**src/rtl/dhcp_tlv_pkg.sv**
```systemverilog
// ----------------------------------------------------------------------------
// dhcp_tlv_pkg
// Shared types, codes and the tag class table of the DHCP option parser.
// ----------------------------------------------------------------------------
package dhcp_tlv_pkg;

  localparam logic [1:0] PH_COOKIE = 2'd0;
  localparam logic [1:0] PH_TYPE   = 2'd1;
  localparam logic [1:0] PH_LEN    = 2'd2;
  localparam logic [1:0] PH_VALUE  = 2'd3;

  localparam logic [1:0] ROLE_COOKIE = 2'd0;
  localparam logic [1:0] ROLE_TYPE   = 2'd1;
  localparam logic [1:0] ROLE_LEN    = 2'd2;
  localparam logic [1:0] ROLE_VALUE  = 2'd3;

  localparam logic [1:0] CL_HEX = 2'd0;
  localparam logic [1:0] CL_IP  = 2'd1;
  localparam logic [1:0] CL_STR = 2'd2;
  localparam logic [1:0] CL_INT = 2'd3;

  localparam logic [2:0] COOKIE_LEN   = 3'd4;
  localparam logic [7:0] TAG_PAD      = 8'd0;
  localparam logic [7:0] TAG_END      = 8'd255;
  localparam logic [7:0] TAG_MSG_TYPE = 8'd53;
  localparam logic [7:0] POS_MAX      = 8'd255;

  typedef struct packed {
    logic [1:0]  phase;
    logic [2:0]  cookie_cnt;
    logic [7:0]  tag;
    logic [7:0]  owed;
    logic [7:0]  pos;
    logic [31:0] shift;
  } parse_state_t;

  typedef struct packed {
    logic [1:0]  byte_role;
    logic [7:0]  option_type;
    logic [7:0]  option_length;
    logic [7:0]  value_byte;
    logic [7:0]  value_index;
    logic [1:0]  value_class;
    logic        word_valid;
    logic [31:0] word;
    logic        message_type_valid;
    logic [7:0]  message_type;
    logic        option_done;
    logic        truncated;
  } parse_result_t;

  function automatic logic [1:0] class_of(input logic [7:0] tag);
    logic [1:0] cls;
    unique case (tag)
      8'd1, 8'd3, 8'd6, 8'd28, 8'd44, 8'd50, 8'd54: cls = CL_IP;
      8'd12, 8'd15, 8'd47:                           cls = CL_STR;
      8'd51, 8'd58, 8'd59:                           cls = CL_INT;
      default:                                       cls = CL_HEX;
    endcase
    return cls;
  endfunction

endpackage

```
**src/rtl/dhcp_option_tlv_parser.sv**
```systemverilog
// ----------------------------------------------------------------------------
// dhcp_option_tlv_parser
// Byte-wise parser of the DHCP/BOOTP vendor options area.
// ----------------------------------------------------------------------------
// Usage:
//   in_*  : one vendor-area byte per word, cookie first; in_tlast marks the
//           last byte of the packet.
//   out_* : exactly one labelled word per input byte, in order.
//   out_tvalid rises once the byte has passed the input register and then the
//   result register. Throughput is one byte per cycle while out_tready stays
//   high: the parser state update is a combinational step done as a byte
//   moves from the input register to the result register.
//   After in_tlast the parser returns to the cookie phase for the next
//   packet. A byte after the end tag is parsed as another option.
//   Reset (rst_n low, synchronous) empties both registers and puts the
//   parser in the cookie phase.
//   When out_tready is low the result register holds and the input register
//   still takes one more byte; in_tready then drops until the result drains.
// ----------------------------------------------------------------------------
module dhcp_option_tlv_parser (
  input  logic        clk,
  input  logic        rst_n,
  input  logic        in_tvalid,
  output logic        in_tready,
  input  logic [7:0]  in_tdata,   // [7:0] data_byte
  input  logic        in_tlast,   // end_of_packet
  output logic        out_tvalid,
  input  logic        out_tready,
  // [7:0] option_type, [15:8] option_length, [23:16] value_byte,
  // [31:24] value_index, [63:32] word, [71:64] message_type
  output logic [71:0] out_tdata,
  // [1:0] byte_role, [3:2] value_class, [4] word_valid,
  // [5] message_type_valid, [6] truncated
  output logic [6:0]  out_tuser,
  output logic        out_tlast   // option_done
);
  import dhcp_tlv_pkg::*;

  logic          s1_valid_r;
  logic [7:0]    s1_byte_r;
  logic          s1_last_r;
  parse_state_t  state_r;
  parse_state_t  state_nxt;
  parse_result_t step_res;
  parse_result_t out_res_r;
  logic          out_valid_r;
  logic          out_free;
  logic          advance;

  assign out_free  = !out_valid_r || out_tready;
  assign advance   = s1_valid_r && out_free;
  assign in_tready = !s1_valid_r || out_free;

  dhcp_tlv_step u_step (
    .state         (state_r),
    .data_byte     (s1_byte_r),
    .end_of_packet (s1_last_r),
    .state_nxt     (state_nxt),
    .result        (step_res)
  );

  always_ff @(posedge clk) begin
    if (!rst_n) begin
      s1_valid_r  <= 1'b0;
      out_valid_r <= 1'b0;
      state_r     <= '0;
    end else begin
      if (in_tready) begin
        s1_valid_r <= in_tvalid;
      end
      if (out_free) begin
        out_valid_r <= s1_valid_r;
      end
      if (advance) begin
        state_r <= state_nxt;
      end
    end
  end

  always_ff @(posedge clk) begin
    if (in_tready && in_tvalid) begin
      s1_byte_r <= in_tdata;
      s1_last_r <= in_tlast;
    end
    if (advance) begin
      out_res_r <= step_res;
    end
  end

  assign out_tvalid = out_valid_r;
  assign out_tdata  = {out_res_r.message_type, out_res_r.word, out_res_r.value_index,
                       out_res_r.value_byte, out_res_r.option_length,
                       out_res_r.option_type};
  assign out_tuser  = {out_res_r.truncated, out_res_r.message_type_valid,
                       out_res_r.word_valid, out_res_r.value_class, out_res_r.byte_role};
  assign out_tlast  = out_res_r.option_done;

  a_word_on_value: assert property (@(posedge clk) disable iff (!rst_n)
    (out_valid_r && out_res_r.word_valid) |-> (out_res_r.byte_role == ROLE_VALUE))
    else $error("word_valid on a non-value byte");

  a_done_trunc_excl: assert property (@(posedge clk) disable iff (!rst_n)
    out_valid_r |-> !(out_res_r.option_done && out_res_r.truncated))
    else $error("option_done and truncated together");

  a_eop_resets: assert property (@(posedge clk) disable iff (!rst_n)
    (advance && s1_last_r) |=> (state_r.phase == PH_COOKIE && state_r.cookie_cnt == 3'd0))
    else $error("parser not back in cookie phase after end of packet");

  a_msg_type: assert property (@(posedge clk) disable iff (!rst_n)
    (out_valid_r && out_res_r.message_type_valid) |->
      (out_res_r.option_type == TAG_MSG_TYPE && out_res_r.value_index == 8'd0))
    else $error("message type reported outside option 53 first value byte");

endmodule

```
**src/rtl/dhcp_tlv_step.sv**
```systemverilog
// ----------------------------------------------------------------------------
// dhcp_tlv_step
// Per-byte parse step: labels one byte and computes the next parser state.
// ----------------------------------------------------------------------------
module dhcp_tlv_step (
  input  dhcp_tlv_pkg::parse_state_t  state,
  input  logic [7:0]                  data_byte,
  input  logic                        end_of_packet,
  output dhcp_tlv_pkg::parse_state_t  state_nxt,
  output dhcp_tlv_pkg::parse_result_t result
);
  import dhcp_tlv_pkg::*;

  logic [31:0] shift_in;
  logic [7:0]  owed_dec;
  logic [1:0]  tag_cls;

  assign shift_in = {state.shift[23:0], data_byte};
  assign owed_dec = (state.owed != 8'd0) ? (state.owed - 8'd1) : state.owed;
  assign tag_cls  = class_of(state.tag);

  always_comb begin
    result    = '0;
    state_nxt = state;
    unique case (state.phase)
      PH_COOKIE: begin
        result.byte_role     = ROLE_COOKIE;
        state_nxt.cookie_cnt = state.cookie_cnt + 3'd1;
        if (state_nxt.cookie_cnt >= COOKIE_LEN) begin
          state_nxt.phase = PH_TYPE;
        end
      end
      PH_TYPE: begin
        result.byte_role   = ROLE_TYPE;
        result.option_type = data_byte;
        result.value_class = class_of(data_byte);
        state_nxt.tag      = data_byte;
        if (data_byte == TAG_PAD || data_byte == TAG_END) begin
          result.option_done = 1'b1;
        end else begin
          state_nxt.phase  = PH_LEN;
          result.truncated = end_of_packet;
        end
      end
      PH_LEN: begin
        result.byte_role     = ROLE_LEN;
        result.option_type   = state.tag;
        result.option_length = data_byte;
        result.value_class   = tag_cls;
        if (data_byte == 8'd0) begin
          result.option_done = 1'b1;
          state_nxt.phase    = PH_TYPE;
        end else begin
          state_nxt.owed   = data_byte;
          state_nxt.pos    = 8'd0;
          state_nxt.shift  = '0;
          state_nxt.phase  = PH_VALUE;
          result.truncated = end_of_packet;
        end
      end
      PH_VALUE: begin
        result.byte_role     = ROLE_VALUE;
        result.option_type   = state.tag;
        result.option_length = state.pos + state.owed;
        result.value_byte    = data_byte;
        result.value_index   = state.pos;
        result.value_class   = tag_cls;
        if (tag_cls == CL_IP) begin
          state_nxt.shift = shift_in;
          if (state.pos[1:0] == 2'b11) begin
            result.word_valid = 1'b1;
            result.word       = shift_in;
          end
        end else if (tag_cls == CL_INT) begin
          if (state.pos < 8'd4) begin
            state_nxt.shift = shift_in;
          end
          if (state.pos == 8'd3) begin
            result.word_valid = 1'b1;
            result.word       = shift_in;
          end
        end
        if (state.tag == TAG_MSG_TYPE && state.pos == 8'd0) begin
          result.message_type_valid = 1'b1;
          result.message_type       = data_byte;
        end
        if (state.pos != POS_MAX) begin
          state_nxt.pos = state.pos + 8'd1;
        end
        state_nxt.owed = owed_dec;
        if (owed_dec == 8'd0) begin
          result.option_done = 1'b1;
          state_nxt.phase    = PH_TYPE;
        end else begin
          result.truncated = end_of_packet;
        end
      end
      default: begin
        state_nxt = state;
      end
    endcase
    if (end_of_packet) begin
      state_nxt = '0;
    end
  end

endmodule

```
**config.mk**
```make
export PLATFORM = sky130hd
export DESIGN_NAME = dhcp_option_tlv_parser
export DESIGN_NICKNAME = d
export VERILOG_FILES = /design/src/rtl/dhcp_tlv_pkg.sv /design/src/rtl/dhcp_option_tlv_parser.sv /design/src/rtl/dhcp_tlv_step.sv
export SDC_FILE = /design/constraint.sdc
export NUM_CORES = 1
export LEC_CHECK = 0
export ABC_CLOCK_PERIOD_IN_PS = 3400
export BUFFER_PORTS_ARGS = -buffer_cell sky130_fd_sc_hd__buf_2
export CAP_MARGIN = 20
export CELL_PAD_IN_SITES_DETAIL_PLACEMENT = 1
export CELL_PAD_IN_SITES_GLOBAL_PLACEMENT = 1
export CORE_ASPECT_RATIO = 1.4
export CORE_UTILIZATION = 41
export CTS_CLUSTER_DIAMETER = 40
export CTS_CLUSTER_SIZE = 20
export DETAILED_ROUTE_END_ITERATION = 7
export PLACE_DENSITY_LB_ADDON = 0.1
export SYNTH_ARGS = -nofsm -noshare
export SYNTH_HDL_FRONTEND = slang
export SYNTH_SLANG_ARGS = --single-unit
```
**constraint.sdc**
```tcl
create_clock -name clk -period 3.4 [get_ports clk]
set_clock_uncertainty 0.05 [all_clocks]
set_input_delay 0.34 -clock clk [delete_from_list [all_inputs] [get_ports clk]]
set_output_delay 0.34 -clock clk [all_outputs]
set_load 0.02 [all_outputs]
```
==> run metrics, run 1 <==
Mapped Area=6960 sq um; GPL Wtd Cong=0.903; top cells by area, synth=edfxtp_1 (38%), dfxtp_1 (17%), and2_1 (5.6%), ha_1 (4.0%), a22o_1 (3.3%); Boundary Pins=95; Worst-path clk slew=70 ps; clock sinks=148; Nets=758; first-pass GRT wire length=30400 microns; Die ar.=17500 sq um; hold slack=46.8 ps; post-CTS resize count=0; initial core utilization=41.7%; Starting DRT DRC Count=318; Clk Latency, worst-skew pair=420 ps; register area share after synthesis=55.4%; Critical path origin=state_r[59]; post-synth top area cell=edfxtp_1; total core area=16700 sq um; Root Buffer=clkbuf_16; area delta synth->final=19.2%; Mapped Avg Cell Area=11.1 sq um; Synth top area share=38.4%; maximum VDD drop=0.000251 V; layout cell share with drive strength beyond 1=22.6%; RSZ-0062 raised after global routing=false; number of setup buffers added after CTS=0; DRT antenna net count=0; Cells after Synth=627; CP Launch Type=flop; routed length per instance=20.3 microns; DP HPWL=13600 microns; drt pass-1 iters=8; row cnt=56; placed cells=906; CTS max path bufs=2; Layout Utilization=49.7%; CP endpoint kind=flop; final worst path period share=89.9%; WP data required=3640 ps; fin cells=938; P per Cell Area=497 nW/um^2; CTS tree=yes; Unique masters post-synth=64; GR Overflow Total=0; crit path time final=3060 ps; HP Start=in_tdata[6]; setup slack at placement=368 ps; number of flops mapped to enable cells by yosys=89; outcome=finished, violations left; initial antenna violation count=0; Worst-Margin Slew=914 ps; vias per cell=5.61; Top FF cell, synth=edfxtp_1; max-cap viol count=0; failing checks=design-rule violations; largest net degree at the start of global routing=47; routed via count=5262; f_max=327 MHz; Die W=112 microns; final hold violations=0; residual DRC count=11; flops & latches, synth=148; Hold Buf Count CTS=0; vias in the first global route=5675; Worst R2R Start=state_r[59]; setup ws final=344 ps; synthesis warning total=0; asr flop ratio synth=0%; port bufs=94; worst min path class=input pin to flop; Final Max Tran Viols=0; drt total wl=19000 microns; syn_nets=663; Num CTS Buffers=17; H-tree depth=4; Total GRT Usage=22.7%; Post-Route Setup TNS=0 ps; # diodes=0; arrival time at the worst endpoint=3290 ps; Die Y=156 microns; LEAKAGE=3.19 nW; Max transition margin=38.9%; final setup fails=0; Crit Path Class=flop to flop; crit-path max FO=6
-- cell usage in the layout (no fill, tap or decap), drive strengths merged, types with 6 or more instances in the layout --
master and n:
nor3 12, o31ai 6, ha 22, nor2b 9, nor2 40, a21oi 32, o211ai 11, clkinv 6
dfxtp 59, and2 62, nand2 33, a22oi 11, mux2i 6, buf 115, inv 32, edfxtp 89
a2111oi 8, nand3 8, o21a 6, clkbuf 17, xor2 6, nand4 8, a22o 26, o21ai 23
-- stage by stage --
stage,instance area (sq um),power (mW)
after floorplan,6960,2.15
after global placement,7690,2.25
after detailed placement,7690,2.26
after CTS,8290,4.16
after global routing,8290,4.25
final,8290,4.12
-- cell type report --
class / count / area (sq um)
multi-input combinational: 415 / 2860
sequential: 148 / 3850
fill: 1837 / 8390
clock inverter: 15 / 176
clock buffer: 17 / 425
tap: 203 / 254
inverter: 25 / 95.1
timing repair buffer: 115 / 628
-- logic make-up after synthesis --
logic type / after synthesis / synth area share (%)
buffers and inverters: 64 / 3.76
DFF: 148 / 55.4
xor gates and xnor gates: 10 / 1.26
and+or+nand+nor: 216 / 17.5
adders and majority gates: 23 / 4.24
muxes: 9 / 1.35
AOI/OAI and AO/OA: 157 / 16.5
-- sequential cells by signal (all words and copies together), names as in the netlist, named ones only --
signal,flops
state_r,53
s1_valid_r,1
s1_last_r,1
out_tvalid,1
out_tdata,72
out_tuser,7
out_tlast,1
s1_byte_r,8
-- path summary, 6_finish.rpt --
check | to | slack, ps | cells past startpoint
min | s1_byte_r[6] | 50 | 1
max | flop | 340 | 9
max reg2reg | flop | 340 | 9
min reg2reg | state_r[16] | 430 | 1
-- synth_stat cells (12+ instances only) --
cell,n
ha_1,22
a22o_1,26
a21oi_1,32
nor3_1,12
nor2_1,40
o21ai_0,23
edfxtp_1,89
and2_1,62
clkbuf_1,26
dfxtp_1,59
inv_1,21
nand2_1,33
-- worst max-delay path, cell delays in order, from the launching register on --
cell,delay (ps)
dfxtp_1,450
ha_1,250
nor2b_1,400
nand4_1,220
a21oi_1,310
inv_1,80
ha_1,270
nand3b_1,160
a211o_1,330
a2111oi_0,410
-- power breakdown --
part | internal, mW | total (mW) | switching, mW
clock network | 1.06 | 1.90 | 0.844
logic | 0.0675 | 0.244 | 0.177
registers | 1.95 | 1.97 | 0.0238
-- routing by layer --
metal	GRT usage [%]	part of all wire (%)
met1	24.4	40
met2	42.6	55
met3	3.92	3.3
met4	11.7	2.5
met5	0	0
(Power assumes the default switching activity.)
==> inputs of run 2 (changes only) <==
CELL_PAD_IN_SITES_DETAIL_PLACEMENT = 2   (was 1)
CELL_PAD_IN_SITES_GLOBAL_PLACEMENT = 2   (was 1)
CORE_UTILIZATION = 34   (was 41)
==> run metrics, run 2 (synthesized netlist as in run 1, its figures left out) <==
Crit Path Class=flop to flop (unchanged); Clk Latency, worst-skew pair=430 ps (was 420 ps); internal power=3.06 mW (was 3.08 mW); # diodes=0 (unchanged); Sw Pwr=1.05 mW (about the same); commonest cells after routing, fill and taps aside=buf_2 (94), edfxtp_1 (89), and2_1 (62), dfxtp_1 (59), nor2_1 (40) (unchanged); max FFs per register=72 (unchanged); Hold Buf Count CTS=0 (unchanged); Worst-path clk slew=70 ps (about the same); area delta synth->final=20.2% (was 19.2%); vias in the first global route=5879 (was 5675); power share of the combinational group=6.2% (was 5.9%); Nets=760 (was 758); LEAKAGE=3.19 nW (about the same); crit path time final=2890 ps (was 3060 ps); worst hold endpoint=s1_byte_r[7] (was s1_byte_r[6]); WP data required=3660 ps (was 3640 ps); clock sinks=148 (unchanged); layout cell share with drive strength beyond 1=22.8% (was 22.6%); Final Max Tran Viols=0 (unchanged); row cnt=61 (was 56); Worst R2R Start=state_r[59] (unchanged); Die Y=171 microns (was 156 microns); DRT met1 WL=8270 microns (was 7560 microns); Boundary Pins=95 (unchanged); post-CTS resize count=0 (unchanged); GPL Wtd Cong=0.865 (was 0.903); DR WL met3=527 microns (was 624 microns); routed via count=5324 (was 5262); HP Start=in_tdata[7] (was in_tdata[6]); switch share=25.5% (was 25.4%); GR Overflow Total=0 (unchanged); CP endpoint kind=flop (unchanged); R2R setup slack=510 ps (was 340 ps); residual DRC count=0 (was 11); design area=8360 sq um (was 8290 sq um); largest net degree at the start of global routing=45 (was 47); initial antenna violation count=0 (unchanged); max-cap viol count=0 (unchanged); Hold Path Cell Cnt=1 (unchanged); drt pass-1 iters=4 (was 8); vias per cell=5.38 (was 5.61); RSZ-0062 raised after global routing=false (unchanged); DRT antenna net count=0 (unchanged); met2 routed WL=11500 microns (was 10400 microns); crit-path max FO=6 (unchanged); drt total wl=20800 microns (was 19000 microns); number of setup buffers added after CTS=0 (unchanged); final setup fails=0 (unchanged); first-pass GRT wire length=33000 microns (was 30400 microns); DP HPWL=15100 microns (was 13600 microns); Root Buffer=clkbuf_16 (unchanged); outcome=complete, no violations (was finished, violations left); worst min path class=input pin to flop (unchanged); maximum VDD drop=0.000342 V (was 0.000251 V); CP Launch Type=flop (unchanged); Worst-Margin Slew=910 ps (was 914 ps); Post-Route Setup TNS=0 ps (unchanged); Die ar.=21000 sq um (was 17500 sq um); FF-to-FF path depth=9 (unchanged); initial core utilization=34.8% (was 41.7%); Total GRT Usage=21.2% (was 22.7%); final worst path period share=85.1% (was 89.9%); P per Cell Area=491 nW/um^2 (was 497 nW/um^2); CTS tree=yes (unchanged); sequential share of power=48.1% (was 47.9%); H-tree depth=4 (unchanged); port bufs=94 (unchanged); final hold violations=0 (unchanged); Die W=123 microns (was 112 microns); CTS max path bufs=2 (unchanged); Num CTS Buffers=17 (unchanged); Max transition margin=39.3% (was 38.9%); Clk pwr share=45.8% (was 46.2%); routed length per instance=21.0 microns (was 20.3 microns); total core area=20000 sq um (was 16700 sq um); Top Layer Used=met4 (unchanged); Post-DP Area=7760 sq um (was 7690 sq um); Starting DRT DRC Count=216 (was 318); arrival time at the worst endpoint=3160 ps (was 3290 ps); f_max=345 MHz (was 327 MHz); most common cell after layout, fill and taps aside=buf_2 (unchanged)
## run 2: power by group through the flow
stage	sequential, mW	clock (mW)	combinational (mW)
floorplan	2.06	0	0.0918
global placement	2.01	0	0.248
detailed placement	2.01	0	0.257
CTS	1.97	1.92	0.257
global route	1.98	1.98	0.271
finish	1.97	1.88	0.252
## run 2: worst max-delay path by stage
stage | from | to | slack (ps) | cells after the start
global route | state_r[60] | flop | 140 | 10
detailed placement | state_r[60] | flop | 530 | 10
finish | state_r[59] | flop | 510 | 9
CTS | state_r[60] | flop | 510 | 10
floorplan | out_tvalid | state_r[4] | 580 | 9
global placement | s1_byte_r[1] | state_r[21] | 730 | 5
## run 2: critical path, stage by stage, from the launching register on
cell       delay, ps
dfxtp_1          430
ha_1             240
nor2b_1          370
nand4_1          200
a21oi_1          310
inv_1             80
ha_1             270
nand3b_1         150
a211o_1          330
a2111oi_0        340
## run 2: layout make-up
class                   instances  area [sq um]
fillers                      2109         11600
flip-flops and latches        148          3850
multi-input cells             415          2860
repair buffers                117           643
clock buffers                  17           425
well taps                     252           315
clock inverters                15           171
inverters                      25          95.1
## run 2: stage by stage
stage	worst slack (ps)	total power, mW	hold WS, ps	utilization, %	std cells
finish	506	4.10	36.5	41.8	989
global route	139	4.23	28.0	41.8	989
CTS	512	4.15	25.0	41.8	989
detailed placement	533	2.27	418	38.8	957
global placement	732	2.26	406	38.8	957
floorplan	579	2.15	389	-	627
## run 2: per-layer routing
metal / up-vias / GRT usage [%]
met4: 0 / 8.59
li1: 2515 / -
met3: 38 / 3.58
met2: 107 / 40.0
met1: 2664 / 23.0
met5: - / 0
==> inputs of run 3 (changes only) <==
ABC_CLOCK_PERIOD_IN_PS = 3260   (was 3400)
CORE_MARGIN = 10   (was not set)
CORE_UTILIZATION = 38   (was 34)
clock period = 3.26 ns   (was 3.4 ns; I/O delays follow)
==> run metrics, run 3 (synthesized netlist as in run 1, its figures left out) <==
CP endpoint kind=flop (unchanged); GPL Wtd Cong=0.833 (was 0.865); worst path cell trace=nor4_1 -> a41oi_1 -> o21ai_0 -> o21a_1 -> a22o_1 (was ha_1 -> nor2b_1 -> nand4_1 -> a21oi_1 -> inv_1 -> ha_1 -> nand3b_1 -> a211o_1 -> a2111oi_0); layout cell share with drive strength beyond 1=22.9% (was 22.8%); RSZ-0062 raised after global routing=false (unchanged); residual DRC count=0 (unchanged); area delta synth->final=20.1% (was 20.2%); slowest library cell on the worst path=o21a_1 (was dfxtp_1); Total GRT Usage=18.8% (was 21.2%); Die ar.=24200 sq um (was 21000 sq um); row cnt=58 (was 61); GR Overflow Total=0 (unchanged); Post-DP Area=7750 sq um (was 7760 sq um); routed length per instance=22.9 microns (was 21.0 microns); Hold Buf Count CTS=0 (unchanged); LEAKAGE=3.20 nW (was 3.19 nW); P per Cell Area=520 nW/um^2 (was 491 nW/um^2); H-tree depth=4 (unchanged); Root Buffer=clkbuf_16 (unchanged); Crit Path Class=flop to flop (unchanged); Max transition margin=37.6% (was 39.3%); largest net degree at the start of global routing=50 (was 45); design area=8360 sq um (about the same); max incr delay on CP=810 ps (was 430 ps); Worst-Margin Slew=936 ps (was 910 ps); Starting DRT DRC Count=311 (was 216); Final Max Tran Viols=0 (unchanged); CTS max path bufs=2 (unchanged); clock sinks=148 (unchanged); worst min path class=input pin to flop (unchanged); most common cell after layout, fill and taps aside=buf_2 (unchanged); arrival time at the worst endpoint=3240 ps (was 3160 ps); commonest cells after routing, fill and taps aside=buf_2 (94), edfxtp_1 (89), and2_1 (62), dfxtp_1 (59), nor2_1 (40) (unchanged); Clk Latency, worst-skew pair=430 ps (about the same); f_max=342 MHz (was 345 MHz); port bufs=94 (unchanged); outcome=complete, no violations (unchanged); DP HPWL=16100 microns (was 15100 microns); CP Launch Type=flop (unchanged); final worst path period share=89.7% (was 85.1%); Die W=134 microns (was 123 microns); initial core utilization=38.7% (was 34.8%); DRT antenna net count=0 (unchanged); Boundary Pins=95 (unchanged); drt pass-1 iters=4 (unchanged); Die Y=180 microns (was 171 microns); initial antenna violation count=0 (unchanged); vias per cell=5.54 (was 5.38); vias in the first global route=6111 (was 5879); drt total wl=22400 microns (was 20800 microns); Worst path top cell family by delay=compound AO/OA/AOI/OAI gates (unchanged); Worst-path clk slew=70 ps (about the same); first-pass GRT wire length=35500 microns (was 33000 microns); Fillers=1912 (was 2109); max-cap viol count=0 (unchanged); max FFs per register=72 (unchanged); crit path time final=2920 ps (was 2890 ps); CTS tree=yes (unchanged); Post-Route Setup TNS=0 ps (unchanged); routed via count=5417 (was 5324); maximum VDD drop=0.000289 V (was 0.000342 V); Nets=760 (unchanged); crit-path max FO=24 (was 6); Num CTS Buffers=17 (unchanged); WP data required=3580 ps (was 3660 ps); final hold violations=0 (unchanged); final setup fails=0 (unchanged); total core area=18000 sq um (was 20000 sq um); CP bufs+invs=0 (was 1)
==> run 3: per-layer routing <==
layer / wire (microns) / GRT usage (%) / up-vias
met1: 8960 / 20.0 / 2763
met2: 12300 / 35.1 / 105
li1: - / - / 2515
met3: 769 / 3.71 / 34
met5: 0 / 0 / -
met4: 433 / 6.85 / 0
==> run 3: timing repair <==
action                     4_1_cts  5_1_grt
setup endpoints to repair        0        1
resized for setup                0        1
buffers inserted                 0        0
==> run 3: final timing paths <==
kind | start | end | slack, ps | cells after the start
min | in_tlast | s1_last_r | 30 | 1
min reg2reg | state_r[16] | state_r[16] | 430 | 1
max | s1_byte_r[1] | state_r[2] | 340 | 5
max reg2reg | s1_byte_r[1] | state_r[2] | 340 | 5
==> run 3: cell type report <==
| cell class | count | area [sq um] | area share, % |
|---|---|---|---|
| inverter | 25 | 95.1 | 1.14 |
| multi-input combinational | 415 | 2860 | 34.2 |
| sequential | 148 | 3850 | 46.1 |
| clock buffer | 17 | 425 | 5.09 |
| timing repair buffer | 117 | 643 | 7.70 |
| tap | 240 | 300 | 3.59 |
| antenna | 1 | 2.50 | 0.0299 |
| clock inverter | 15 | 176 | 2.11 |
==> run 3: power breakdown <==
| part | switching (mW) | internal [mW] |
|---|---|---|
| clock network | 0.917 | 1.10 |
| registers | 0.0281 | 2.03 |
| logic | 0.194 | 0.0705 |
| total | 1.14 | 3.21 |
==> run 3: stage by stage <==
stage / total power, mW / cells / setup WS (ps) / util (%) / hold slack (ps)
2_1_floorplan: 2.25 / 627 / 439 / - / 375
3_3_place_gp: 2.36 / 945 / 488 / 43.1 / 402
3_5_place_dp: 2.37 / 945 / 289 / 43.1 / 415
4_1_cts: 4.37 / 977 / 255 / 46.4 / 15.5
5_1_grt: 4.47 / 977 / 33.7 / 46.4 / 21.4
6_report: 4.35 / 978 / 337 / 46.4 / 25.6
==> run 3: worst reg2reg max path, stage by stage, from the launching register on <==
cell	delay [ps]
edfxtp_1	580
nor4_1	560
a41oi_1	240
o21ai_0	320
o21a_1	810
a22o_1	290
